[src/hdl/hpdd_pkg.sv]
// ----------------------------------------------------------------------------
// hpdd_pkg
// Shared widths, reset values, register indexes and helpers for the heading
// PID differential-drive controller.
// ----------------------------------------------------------------------------
package hpdd_pkg;

  localparam int unsigned ANGLE_BITS     = 20;
  localparam int unsigned GAIN_FRAC_BITS = 12;
  localparam int unsigned SUM_BITS       = 40;
  localparam int unsigned SUM_LO_BITS    = SUM_BITS / 2;
  localparam int unsigned SUM_HI_BITS    = SUM_BITS - SUM_LO_BITS;
  localparam int unsigned SLOPE_BITS     = ANGLE_BITS + 1;
  localparam int unsigned GAIN_BITS      = 16;
  localparam int unsigned DUTY_BITS      = 8;
  localparam int unsigned OUT_SHIFT      = GAIN_FRAC_BITS + 8;

  // products, signed, gains zero-extended by one bit
  localparam int unsigned PE_BITS  = GAIN_BITS + 1 + ANGLE_BITS;
  localparam int unsigned PD_BITS  = GAIN_BITS + 1 + SLOPE_BITS;
  localparam int unsigned PIL_BITS = GAIN_BITS + 1 + SUM_LO_BITS + 1;
  localparam int unsigned PIH_BITS = GAIN_BITS + 1 + SUM_HI_BITS;
  localparam int unsigned S_BITS   = GAIN_BITS + SUM_BITS + 2;

  // correction magnitude is saturated: beyond this any duty is clamped anyway
  localparam int unsigned CORR_BITS = DUTY_BITS + 2;
  localparam int unsigned RAW_BITS  = DUTY_BITS + 4;

  localparam int unsigned IN_TDATA_BITS  = ((ANGLE_BITS + 7) / 8) * 8;
  localparam int unsigned OUT_TDATA_BITS = 2 * DUTY_BITS;

  localparam int unsigned CFG_IDX_BITS  = 3;
  localparam int unsigned CFG_DATA_BITS = GAIN_BITS;

  typedef enum logic [CFG_IDX_BITS-1:0] {
    REG_BASE_SPEED = 3'd0,
    REG_OFFSET_B   = 3'd1,
    REG_GAIN_P     = 3'd2,
    REG_GAIN_I     = 3'd3,
    REG_GAIN_D     = 3'd4,
    REG_DEAD_BAND  = 3'd5,
    REG_LIMIT_A    = 3'd6,
    REG_LIMIT_B    = 3'd7
  } cfg_reg_e;

  localparam logic [DUTY_BITS-1:0] RST_BASE_SPEED = 8'd150;
  localparam logic [DUTY_BITS-1:0] RST_OFFSET_B   = 8'd25;
  localparam logic [GAIN_BITS-1:0] RST_GAIN_P     = 16'd5066;
  localparam logic [GAIN_BITS-1:0] RST_GAIN_I     = 16'd6445;
  localparam logic [GAIN_BITS-1:0] RST_GAIN_D     = 16'd238;
  localparam logic [GAIN_BITS-1:0] RST_DEAD_BAND  = 16'd512;
  localparam logic [DUTY_BITS-1:0] RST_LIMIT_A    = 8'd255;
  localparam logic [DUTY_BITS-1:0] RST_LIMIT_B    = 8'd230;

  function automatic logic [DUTY_BITS-1:0] clamp_duty(
    input logic signed [RAW_BITS-1:0] v,
    input logic [DUTY_BITS-1:0]       lim
  );
    logic signed [RAW_BITS-1:0] lim_s;
    lim_s = $signed({{(RAW_BITS-DUTY_BITS){1'b0}}, lim});
    if (v > lim_s) begin
      return lim;
    end else if (v <= 0) begin
      return '0;
    end else begin
      return v[DUTY_BITS-1:0];
    end
  endfunction

endpackage

[src/hdl/heading_pid_differential_drive.sv]
// ----------------------------------------------------------------------------
// heading_pid_differential_drive
// Heading PID with saturating integral; drives two wheel duties.
// ----------------------------------------------------------------------------
//  channel   dir  fields (low bit up)                       transfer
//  s_axis    in   tdata: yaw_angle[19:0], pad; tuser: pause  tvalid & tready
//  m_axis    out  tdata: duty_a[7:0], duty_b[15:8];          tvalid & tready
//                 tuser: in_dead_band
//  cfg       in   cfg_we_i, cfg_idx_i, cfg_data_i            cfg_we_i
//
//  One item per cycle while the pipeline is not held; after its transaction
//  (whose edge loads the operand register with the updated state) a result
//  passes through products, sum, and scale/clamp into the output register.
//  The whole pipeline holds while the output register is full and not taken.
//  Paused transactions are consumed and give no result.
//  Reset restores register defaults and clears sum, previous error and slope.
// ----------------------------------------------------------------------------
module heading_pid_differential_drive (
  input  logic                                 clk_i,
  input  logic                                 rst_ni,
  input  logic                                 s_axis_tvalid,
  output logic                                 s_axis_tready,
  input  logic [hpdd_pkg::IN_TDATA_BITS-1:0]   s_axis_tdata,   // yaw_angle
  input  logic                                 s_axis_tuser,   // pause
  output logic                                 m_axis_tvalid,
  input  logic                                 m_axis_tready,
  output logic [hpdd_pkg::OUT_TDATA_BITS-1:0]  m_axis_tdata,   // duty_a, duty_b
  output logic                                 m_axis_tuser,   // in_dead_band
  input  logic                                 cfg_we_i,
  input  logic [hpdd_pkg::CFG_IDX_BITS-1:0]    cfg_idx_i,
  input  logic [hpdd_pkg::CFG_DATA_BITS-1:0]   cfg_data_i
);

  localparam int unsigned AB = hpdd_pkg::ANGLE_BITS;
  localparam int unsigned SB = hpdd_pkg::SUM_BITS;
  localparam int unsigned LB = hpdd_pkg::SUM_LO_BITS;
  localparam int unsigned DB = hpdd_pkg::SLOPE_BITS;
  localparam int unsigned GB = hpdd_pkg::GAIN_BITS;
  localparam int unsigned WB = hpdd_pkg::DUTY_BITS;
  localparam int unsigned XB = hpdd_pkg::S_BITS;
  localparam int unsigned CB = hpdd_pkg::CORR_BITS;
  localparam int unsigned RB = hpdd_pkg::RAW_BITS;
  localparam int unsigned MB = XB - hpdd_pkg::OUT_SHIFT;

  // configuration registers
  logic [WB-1:0] base_speed_q, offset_b_q, limit_a_q, limit_b_q;
  logic [GB-1:0] gain_p_q, gain_i_q, gain_d_q, dead_band_q;

  always_ff @(posedge clk_i or negedge rst_ni) begin
    if (!rst_ni) begin
      base_speed_q <= hpdd_pkg::RST_BASE_SPEED;
      offset_b_q   <= hpdd_pkg::RST_OFFSET_B;
      gain_p_q     <= hpdd_pkg::RST_GAIN_P;
      gain_i_q     <= hpdd_pkg::RST_GAIN_I;
      gain_d_q     <= hpdd_pkg::RST_GAIN_D;
      dead_band_q  <= hpdd_pkg::RST_DEAD_BAND;
      limit_a_q    <= hpdd_pkg::RST_LIMIT_A;
      limit_b_q    <= hpdd_pkg::RST_LIMIT_B;
    end else if (cfg_we_i) begin
      case (hpdd_pkg::cfg_reg_e'(cfg_idx_i))
        hpdd_pkg::REG_BASE_SPEED: base_speed_q <= cfg_data_i[WB-1:0];
        hpdd_pkg::REG_OFFSET_B:   offset_b_q   <= cfg_data_i[WB-1:0];
        hpdd_pkg::REG_GAIN_P:     gain_p_q     <= cfg_data_i;
        hpdd_pkg::REG_GAIN_I:     gain_i_q     <= cfg_data_i;
        hpdd_pkg::REG_GAIN_D:     gain_d_q     <= cfg_data_i;
        hpdd_pkg::REG_DEAD_BAND:  dead_band_q  <= cfg_data_i;
        hpdd_pkg::REG_LIMIT_A:    limit_a_q    <= cfg_data_i[WB-1:0];
        hpdd_pkg::REG_LIMIT_B:    limit_b_q    <= cfg_data_i[WB-1:0];
        default: ;
      endcase
    end
  end

  // pipeline advance
  logic out_vld_q, adv, acc, upd;
  assign adv           = !out_vld_q || m_axis_tready;
  assign s_axis_tready = adv;
  assign acc           = s_axis_tvalid && adv;
  assign upd           = acc && !s_axis_tuser;

  // state update at the transaction
  logic signed [AB-1:0] e_in;
  logic                 e_zero;
  logic signed [SB-1:0] sum_q, sum_d;
  logic signed [AB-1:0] prev_q;
  logic signed [DB-1:0] slope_q, slope_d;
  logic signed [SB:0]   sum_ext;
  logic [AB-1:0]        e_mag;
  logic                 in_band;

  assign e_in    = $signed(s_axis_tdata[AB-1:0]);
  assign e_zero  = (e_in == '0);
  assign sum_ext = {sum_q[SB-1], sum_q} + {{(SB-AB+1){e_in[AB-1]}}, e_in};
  assign e_mag   = e_in[AB-1] ? AB'(-e_in) : e_in;
  assign in_band = {{(AB > GB ? 0 : GB-AB){1'b0}}, e_mag} <
                   {{(AB > GB ? AB-GB : 0){1'b0}}, dead_band_q};

  always_comb begin
    sum_d   = sum_q;
    slope_d = slope_q;
    if (e_zero) begin
      sum_d = '0;
    end else begin
      if (sum_ext[SB] != sum_ext[SB-1]) begin
        sum_d = {sum_ext[SB], {(SB-1){!sum_ext[SB]}}};
      end else begin
        sum_d = sum_ext[SB-1:0];
      end
      slope_d = {e_in[AB-1], e_in} - {prev_q[AB-1], prev_q};
    end
  end

  always_ff @(posedge clk_i or negedge rst_ni) begin
    if (!rst_ni) begin
      sum_q   <= '0;
      prev_q  <= '0;
      slope_q <= '0;
    end else if (upd) begin
      sum_q   <= sum_d;
      prev_q  <= e_in;
      slope_q <= slope_d;
    end
  end

  // stage A: operands
  logic                 a_vld_q, a_nom_q, a_band_q;
  logic signed [AB-1:0] a_e_q;
  logic signed [SB-1:0] a_sum_q;
  logic signed [DB-1:0] a_slope_q;

  // stage B: products
  logic                         b_vld_q, b_nom_q, b_band_q;
  logic signed [hpdd_pkg::PE_BITS-1:0]  b_pe_q;
  logic signed [hpdd_pkg::PD_BITS-1:0]  b_pd_q;
  logic signed [hpdd_pkg::PIL_BITS-1:0] b_pil_q;
  logic signed [hpdd_pkg::PIH_BITS-1:0] b_pih_q;

  // stage C: sum
  logic                 c_vld_q, c_nom_q, c_band_q;
  logic signed [XB-1:0] c_s_q, c_s_d;

  logic signed [GB:0] gp_s, gi_s, gd_s;
  assign gp_s = $signed({1'b0, gain_p_q});
  assign gi_s = $signed({1'b0, gain_i_q});
  assign gd_s = $signed({1'b0, gain_d_q});

  assign c_s_d = XB'(b_pe_q) + XB'(b_pd_q) + XB'(b_pil_q) + (XB'(b_pih_q) <<< LB);

  // stage D: scale, correct, clamp
  logic [XB-1:0]        s_mag;
  logic [MB-1:0]        t_mag;
  logic [CB-1:0]        t_sat;
  logic signed [RB-1:0] t_s, nom_b, raw_a, raw_b, base_s;

  assign s_mag  = c_s_q[XB-1] ? XB'(-c_s_q) : c_s_q;
  assign t_mag  = s_mag[XB-1:hpdd_pkg::OUT_SHIFT];
  assign t_sat  = (|t_mag[MB-1:CB-1]) ? {1'b0, {(CB-1){1'b1}}} : t_mag[CB-1:0];
  assign t_s    = c_s_q[XB-1] ? -$signed(RB'(t_sat)) : $signed(RB'(t_sat));
  assign base_s = $signed(RB'(base_speed_q));
  assign nom_b  = base_s - $signed(RB'(offset_b_q));
  assign raw_a  = c_nom_q ? base_s : base_s - t_s;
  assign raw_b  = c_nom_q ? nom_b : nom_b + t_s;

  logic [WB-1:0] duty_a_q, duty_b_q;
  logic          band_q;

  always_ff @(posedge clk_i or negedge rst_ni) begin
    if (!rst_ni) begin
      a_vld_q   <= 1'b0;
      b_vld_q   <= 1'b0;
      c_vld_q   <= 1'b0;
      out_vld_q <= 1'b0;
    end else if (adv) begin
      a_vld_q   <= upd;
      b_vld_q   <= a_vld_q;
      c_vld_q   <= b_vld_q;
      out_vld_q <= c_vld_q;
    end
  end

  always_ff @(posedge clk_i) begin
    if (adv) begin
      a_e_q     <= e_in;
      a_sum_q   <= sum_d;
      a_slope_q <= slope_d;
      a_nom_q   <= in_band || e_zero;
      a_band_q  <= in_band;

      b_pe_q   <= gp_s * a_e_q;
      b_pd_q   <= gd_s * a_slope_q;
      b_pil_q  <= gi_s * $signed({1'b0, a_sum_q[LB-1:0]});
      b_pih_q  <= gi_s * $signed(a_sum_q[SB-1:LB]);
      b_nom_q  <= a_nom_q;
      b_band_q <= a_band_q;

      c_s_q    <= c_s_d;
      c_nom_q  <= b_nom_q;
      c_band_q <= b_band_q;

      duty_a_q <= hpdd_pkg::clamp_duty(raw_a, limit_a_q);
      duty_b_q <= hpdd_pkg::clamp_duty(raw_b, limit_b_q);
      band_q   <= c_band_q;
    end
  end

  assign m_axis_tvalid = out_vld_q;
  assign m_axis_tdata  = {duty_b_q, duty_a_q};
  assign m_axis_tuser  = band_q;

endmodule
[config.mk]
export PLATFORM = sky130hd
export DESIGN_NAME = heading_pid_differential_drive
export DESIGN_NICKNAME = d
export VERILOG_FILES = /design/src/hdl/hpdd_pkg.sv /design/src/hdl/heading_pid_differential_drive.sv
export SDC_FILE = /design/constraint.sdc
export NUM_CORES = 2
export LEC_CHECK = 0
export BUFFER_PORTS_ARGS = -buffer_cell sky130_fd_sc_hd__buf_2
export CAP_MARGIN = 20
export CORE_MARGIN = 8
export CORE_UTILIZATION = 60
export CTS_BUF_LIST = sky130_fd_sc_hd__clkbuf_8
export DETAILED_ROUTE_END_ITERATION = 10
export PLACE_DENSITY = 0.76
export SKIP_LAST_GASP = 1
export SLEW_MARGIN = 20
export SYNTH_ARGS = -nofsm -noshare
export SYNTH_HDL_FRONTEND = slang
export SYNTH_SLANG_ARGS = --single-unit
[constraint.sdc]
create_clock -name clk_i -period 13.5 [get_ports clk_i]
set_input_delay 2.025 -clock clk_i [delete_from_list [all_inputs] [get_ports clk_i]]
set_output_delay 2.025 -clock clk_i [all_outputs]
set_load 0.01 [all_outputs]
After elaboration in Yosys (flattened, before gate mapping)

Cells that the tools add are included.

Equality and inequality tests: 8
Muxes and demuxes: 13
Bitwise operators: 0
Reductions and logical operators: 18
Multipliers: 4
Order comparisons: 5
Shift operators: 0
Divide/modulo/power cells: 0
Add/sub/neg operators: 11

Operator list:

| kind                                                                              | count |
|---|---|
| 40-bit two-way mux                                                                | 2 |
| 17-bit by 20-bit multiplier with 37-bit output                                    | 2 |
| 40-bit by 57-bit adder with 58-bit output                                         | 1 |
| 58-bit two-way mux                                                                | 1 |
| 58-bit negator                                                                    | 1 |
| 40-bit by 20-bit adder with 41-bit output                                         | 1 |
| 39-bit by 37-bit adder with 40-bit output                                         | 1 |
| 37-bit by 38-bit adder with 39-bit output                                         | 1 |
| 17-bit by 21-bit multiplier with 38-bit output                                    | 1 |
| 16-bit by 20-bit multiplier with 36-bit output                                    | 1 |
| 12-bit two-way mux                                                                | 3 |
| 8-bit two-way mux                                                                 | 4 |
| 29-bit OR reduction                                                               | 1 |
| 12-bit by 9-bit greater-than comparator with 1-bit output                         | 2 |
| 12-bit by 1-bit less-or-equal comparator with 1-bit output, second input constant | 2 |
| 21-bit two-way mux                                                                | 1 |
| 20-bit by 20-bit subtractor with 21-bit output                                    | 1 |
| 20-bit logical NOT                                                                | 1 |
| 20-bit by 16-bit < comparator with 1-bit output                                   | 1 |
| 20-bit two-way mux                                                                | 1 |
| 20-bit negator                                                                    | 1 |
| 2-bit AND reduction                                                               | 8 |
| 9-bit by 12-bit adder with 12-bit output                                          | 1 |
| 3-bit equality test, second input constant                                        | 4 |
| other kinds (11)                                                                  | 16 |

Register bits: 491
Memories kept: 0
Memory bits (read-only): 0
Bits in writable memories: 0
Word-level logic and storage cells: 91
Output and inout port bits: 19
Bits in latches: 0

Longest topological paths before layout

Depth in word-level cells: 11
Mapped depth: 35
Mapped depth without buffers: 33

Worst setup path after synthesis

Ideal clock, no wire load.

Kind: in2reg
Start point: input port m_axis_tready
End point: register sum_q[0]
Setup slack: -0.153 ns
Arrival time: 13.497 ns
Path buffers: 1
Library setup time: 0.156 ns
Stages on the path: 4
Path through: nand2b_1 clkbuf_1 nand3b_1 o31ai_1

Cells in the longest elaborated chain, start to end: 3

RTL lines:

| element                | line                                  | source |
|---|---|---|
| start: declaration     | heading_pid_differential_drive.sv:26  | `input logic m_axis_tready,` |
| 1-bit logical OR       | heading_pid_differential_drive.sv:76  | `assign adv = !out_vld_q \|\| m_axis_tready;` |
| via s_axis_tready      | heading_pid_differential_drive.sv:22  | `output logic s_axis_tready,` |
| 1-bit logical AND      | heading_pid_differential_drive.sv:78  | `assign acc = s_axis_tvalid && adv;` |
| 1-bit logical AND      | heading_pid_differential_drive.sv:79  | `assign upd = acc && !s_axis_tuser;` |
| end signal: assignment | heading_pid_differential_drive.sv:119 | `sum_q <= sum_d;` |
| end: declaration       | heading_pid_differential_drive.sv:84  | `logic signed [SB-1:0] sum_q, sum_d;` |

The timed path passes the listed nets, and every way through them passes these cells.
A chain may end at the register's enable or synchronous reset.

Worst setup path after layout

Start point: register c_s_q[37]
End point: register duty_b_q[0], data pin

Cells in the longest elaborated chain, start to end: 11
Elaborated cells on any way between the ends: 12
Those cells by class: add/sub (3); order compare (2); mux (6); reduce/logical (1)

RTL lines:

| element                                                    | line                                  | source |
|---|---|---|
| start: declaration                                         | heading_pid_differential_drive.sv:140 | `logic signed [XB-1:0] c_s_q, c_s_d;` |
| start signal: assignment                                   | heading_pid_differential_drive.sv:196 | `c_s_q <= c_s_d;` |
| 58-bit negator                                             | heading_pid_differential_drive.sv:155 | `assign s_mag = c_s_q[XB-1] ? XB'(-c_s_q) : c_s_q;` |
| 58-bit two-way mux *                                       | heading_pid_differential_drive.sv:155 |  |
| 29-bit OR reduction *                                      | heading_pid_differential_drive.sv:157 | `assign t_sat = (\|t_mag[MB-1:CB-1]) ? {1'b0, {(CB-1){1'b1}}} : t_mag[CB-1:0];` |
| 10-bit two-way mux *                                       | heading_pid_differential_drive.sv:157 |  |
| 10-bit negator with 12-bit output                          | heading_pid_differential_drive.sv:158 | `assign t_s = c_s_q[XB-1] ? -$signed(RB'(t_sat)) : $signed(RB'(t_sat));` |
| 12-bit two-way mux *                                       | heading_pid_differential_drive.sv:158 |  |
| 9-bit by 12-bit adder with 12-bit output *                 | heading_pid_differential_drive.sv:162 | `assign raw_b = c_nom_q ? nom_b : nom_b + t_s;` |
| 12-bit two-way mux *                                       | heading_pid_differential_drive.sv:162 |  |
| 12-bit by 1-bit less-or-equal comparator with 1-bit output | hpdd_pkg.sv:63                        | `end else if (v <= 0) begin` |
| 8-bit two-way mux                                          | hpdd_pkg.sv:63                        |  |
| 8-bit two-way mux *                                        | hpdd_pkg.sv:61                        | `if (v > lim_s) begin` |
| end signal: assignment                                     | heading_pid_differential_drive.sv:201 | `duty_b_q <= hpdd_pkg::clamp_duty(raw_b, limit_b_q);` |
| end: declaration                                           | heading_pid_differential_drive.sv:164 | `logic [WB-1:0] duty_a_q, duty_b_q;` |

Every way passes the cells marked *; elsewhere a longest branch is shown, timed or not.

==> impl_summary.log <==
[metrics] Cell Rows: 129
[metrics] fraction of layout cells with a size suffix above 1: 0.0620
[metrics] critical path launch point type: flip-flop
[metrics] highest-delay cell along the critical path: sky130_fd_sc_hd__nor4_1
[metrics] number of enable-type register cells in the synthesized netlist: 310
[metrics] vias in the first global route: 56,400
[metrics] leading post-synthesis cells by cell area: sky130_fd_sc_hd__fa_1 35%, sky130_fd_sc_hd__edfxtp_1 13%, sky130_fd_sc_hd__ha_1 10%, sky130_fd_sc_hd__inv_1 7.7%, sky130_fd_sc_hd__nand2_1 5.1%
[metrics] Post-CTS Hold Buffers: 0
[metrics] final weighted congestion in routability-driven placement: 0.910
[metrics] overflow left after global routing: 0
[metrics] Synthesized Nets: 9,547
[metrics] iteration-0 DRC count of the detailed router: 4,128
[metrics] number of antenna violations at the first check in global routing: 11
[metrics] Routed WL per cell: 19.2 um
[metrics] cell count after placement: 9,084
[metrics] Horiz. Die Dim: 367 um
[metrics] RSZ-0062 raised after global routing: false
[metrics] I/O pin count: 68
[metrics] post-detailed-routing wire length: 178,000 um
[metrics] type of the tightest min-delay check: reg2reg
[metrics] layer with the highest usage after global routing: met2
[metrics] number of synthesized register bits: 491
[metrics] Primary FF master, synth: sky130_fd_sc_hd__edfxtp_1
[metrics] minimum period implied by the final worst setup slack: 8.88 ns
[metrics] root cell of the clock tree: sky130_fd_sc_hd__clkbuf_8
[metrics] final setup vio count: 0
[metrics] DRC violation count after routing: 0
[metrics] post-synthesis async set-or-reset flop share: 0.369
[metrics] CTS clk-pin slew, worst paths: 0.06 ns
[metrics] number of cells on the worst hold path: 0
[metrics] clock insertion delay at the later pin of the skew report: 0.81 ns
[metrics] cell type contributing the most total cell area after synthesis: sky130_fd_sc_hd__fa_1
[metrics] starting density of the core: 0.601
[metrics] maximum number of pins on one net before global-route repair: 107
[metrics] number of buffers between clock root and the deepest sink: 3
[metrics] height of the die: 367 um
[metrics] non-filler cells, final: 9,255
[metrics] yosys warns: 0
[metrics] sequential-to-total area share from yosys stat: 0.188
[metrics] number of cells produced by synthesis: 7,598
[metrics] Synth cell types: 91
[metrics] vias after detailed routing: 52,900
[metrics] worst path arrival time: 9.55 ns
[metrics] NumNets Final: 9,486
[metrics] Antenna Nets Post-Route: 0
[metrics] TNS Setup: 0 ns
[metrics] first-pass GRT wire length: 291,000 um
[metrics] Reg2Reg Capture Point: duty_b_q[0]
[metrics] Final period util: 0.658
[metrics] Setup crit end kind: flip-flop
[metrics] f_max: 113 MHz
[metrics] FF-to-FF setup slack: 4.62 ns
[metrics] data required time at the worst endpoint: 14.17 ns
[metrics] Min-Delay Startpoint: c_band_q
[metrics] area growth from synthesis to layout: 4.86%
[metrics] placeable core area: 123,000 um^2
[metrics] slowest cell delay on critical path: 0.80 ns
[metrics] capture endpoint of the worst hold path: m_axis_tuser
[metrics] met1 global-route usage: 0.351
[metrics] floorplan die area: 135,000 um^2
[metrics] global-route met3 utilization: 0.0625
[metrics] share of Yosys cell area claimed by the top area cell type: 0.353
[metrics] Max-Cap Viols: 0
[metrics] Reg2Reg Launch Point: c_s_q[37]
[metrics] TritonCTS buffer count: 88
[metrics] post-synthesis cell area: 74,000 um^2
[metrics] port buffer count: 63
[metrics] TritonCTS clock tree: built
[metrics] detailed-placement wirelength estimate: 141,000 um
[metrics] setup repair bufs after CTS: 0
[metrics] quantity of gates resized following cts: 0
[metrics] pin slew with the least headroom to its limit: 1.11 ns
[metrics] Pre-Repair DR Iteration Count: 7
[metrics] remaining max-slew budget at the tightest pin: 0.256
[metrics] via density per instance: 5.71
[metrics] synthesized area per cell: 9.74 um^2
[metrics] Max FO, Critical Path: 7
[metrics] final-report max-slew violation count: 0
[metrics] global router's overall resource usage: 0.267
[metrics] number of H-tree branching levels: 3
[metrics] Sinks on Clock Net: 491
[metrics] reg2reg path depth: 33
[metrics] result of the run: finished, final reports clean
[metrics] met2 track utilization from global routing: 0.437
[metrics] Final Hold Vio Count: 0
[metrics] Worst Setup Path Type: reg2reg
[metrics] final core utilization: 0.631
[metrics] final setup skew: 0.0493 ns
[state kept, by name, summed over array words and instances (netlist names), 20 cells and up]
register   cells
a_slope_q     21
b_pih_q       37
b_pd_q        38
sum_q         40
b_pil_q       36
slope_q       21
c_s_q         58
a_sum_q       40
a_e_q         20
b_pe_q        37
prev_q        20
[cell usage after synthesis (all sizes together) (31+ instances only)]
| master | n |
|---|---|
| or3 | 40 |
| xnor2 | 202 |
| a21oi | 241 |
| o21a | 31 |
| clkbuf | 262 |
| and2 | 540 |
| a21o | 66 |
| nor3 | 92 |
| nor2b | 42 |
| nand2 | 1007 |
| nor2 | 232 |
| ha | 596 |
| nand3 | 70 |
| dfstp | 41 |
| fa | 1304 |
| o31ai | 33 |
| edfxtp | 310 |
| o21ai | 166 |
| mux2 | 135 |
| dfrtp | 140 |
| xor2 | 63 |
| inv | 1521 |
| o21bai | 34 |
| nand2b | 46 |
| and3 | 45 |
[metrics by stage]
| step | hold WS (ns) | setup slack, ns | area [um^2] |
|---|---|---|---|
| CTS | 0.425 | 4.72 | 77600 |
| global route | 0.441 | 4.14 | 77600 |
| global placement | 0.402 | 4.68 | 75800 |
| floorplan | 0.400 | 5.40 | 74000 |
| detailed placement | 0.413 | 4.73 | 75800 |
| finish | 0.425 | 4.62 | 77600 |
[layer usage]
metal	vias up	routed length [um]
li1	23700	-
met1	26800	71100
met2	2015	83500
met3	396	16200
met4	0	6860
met5	-	0
[worst max-delay path: cells and delay by family (launching register included)]
| kind | cells | cell delay (ns) |
|---|---|---|
| buf+inv | 3 | 0.29 |
| compound gates | 16 | 2.74 |
| flops | 1 | 0.49 |
| fa+ha+maj | 3 | 0.98 |
| xor+xnor | 1 | 0.42 |
| simple gates | 10 | 3.86 |
[cell families after synthesis]
logic type,after synthesis,synth area share
flops,491,0.188
xor+xnor,265,0.0314
mux,142,0.0215
compound gates,790,0.0697
fa+ha+maj,1901,0.454
simple gates,2216,0.144
buf+inv,1793,0.0913
[placed cells by master, fill, tap and decap left out, drive strengths merged, types with 33 or more instances in the layout]
cell type | synthesis | routed
a21oi | 241 | 241
xnor2 | 202 | 202
fa | 1304 | 1304
and2 | 540 | 540
a21o | 66 | 66
dfstp | 41 | 41
or3 | 40 | 40
ha | 596 | 596
o21ai | 166 | 166
edfxtp | 310 | 310
dfrtp | 140 | 140
xor2 | 63 | 63
nand3 | 70 | 70
nor3 | 92 | 92
buf | 10 | 120
nand2 | 1007 | 1007
o31ai | 33 | 33
nor2 | 232 | 232
and3 | 45 | 45
mux2 | 135 | 135
nand2b | 46 | 46
inv | 1521 | 1559
clkbuf | 262 | 98
o21bai | 34 | 34
nor2b | 42 | 42
[final cells by class]
cell class                 instances  area, um^2
clock inverter                    69         448
clock buffer                      97        1340
sequential                       491       13900
timing repair buffer             121         763
inverter                        1521        5710
fill                            9882       45400
multi-input combinational       5314       53400
tap                             1637        2050
antenna                            5        12.5
[worst max-delay path by stage]
stage,start,slack [ns],cells past startpoint,end
after global routing,c_s_q[12],4.14,33,duty_b_q[1]
after CTS,c_s_q[37],4.72,33,duty_b_q[0]
final,c_s_q[37],4.62,33,duty_b_q[0]
after floorplan,m_axis_tready,5.40,2,s_axis_tready
after detailed placement,c_s_q[37],4.73,33,duty_b_q[5]
after global placement,c_s_q[37],4.68,33,duty_b_q[6]
Power is left out: the tool's default activity adds up to more than one toggle a clock period on the data nets, which glitch-free logic cannot reach.
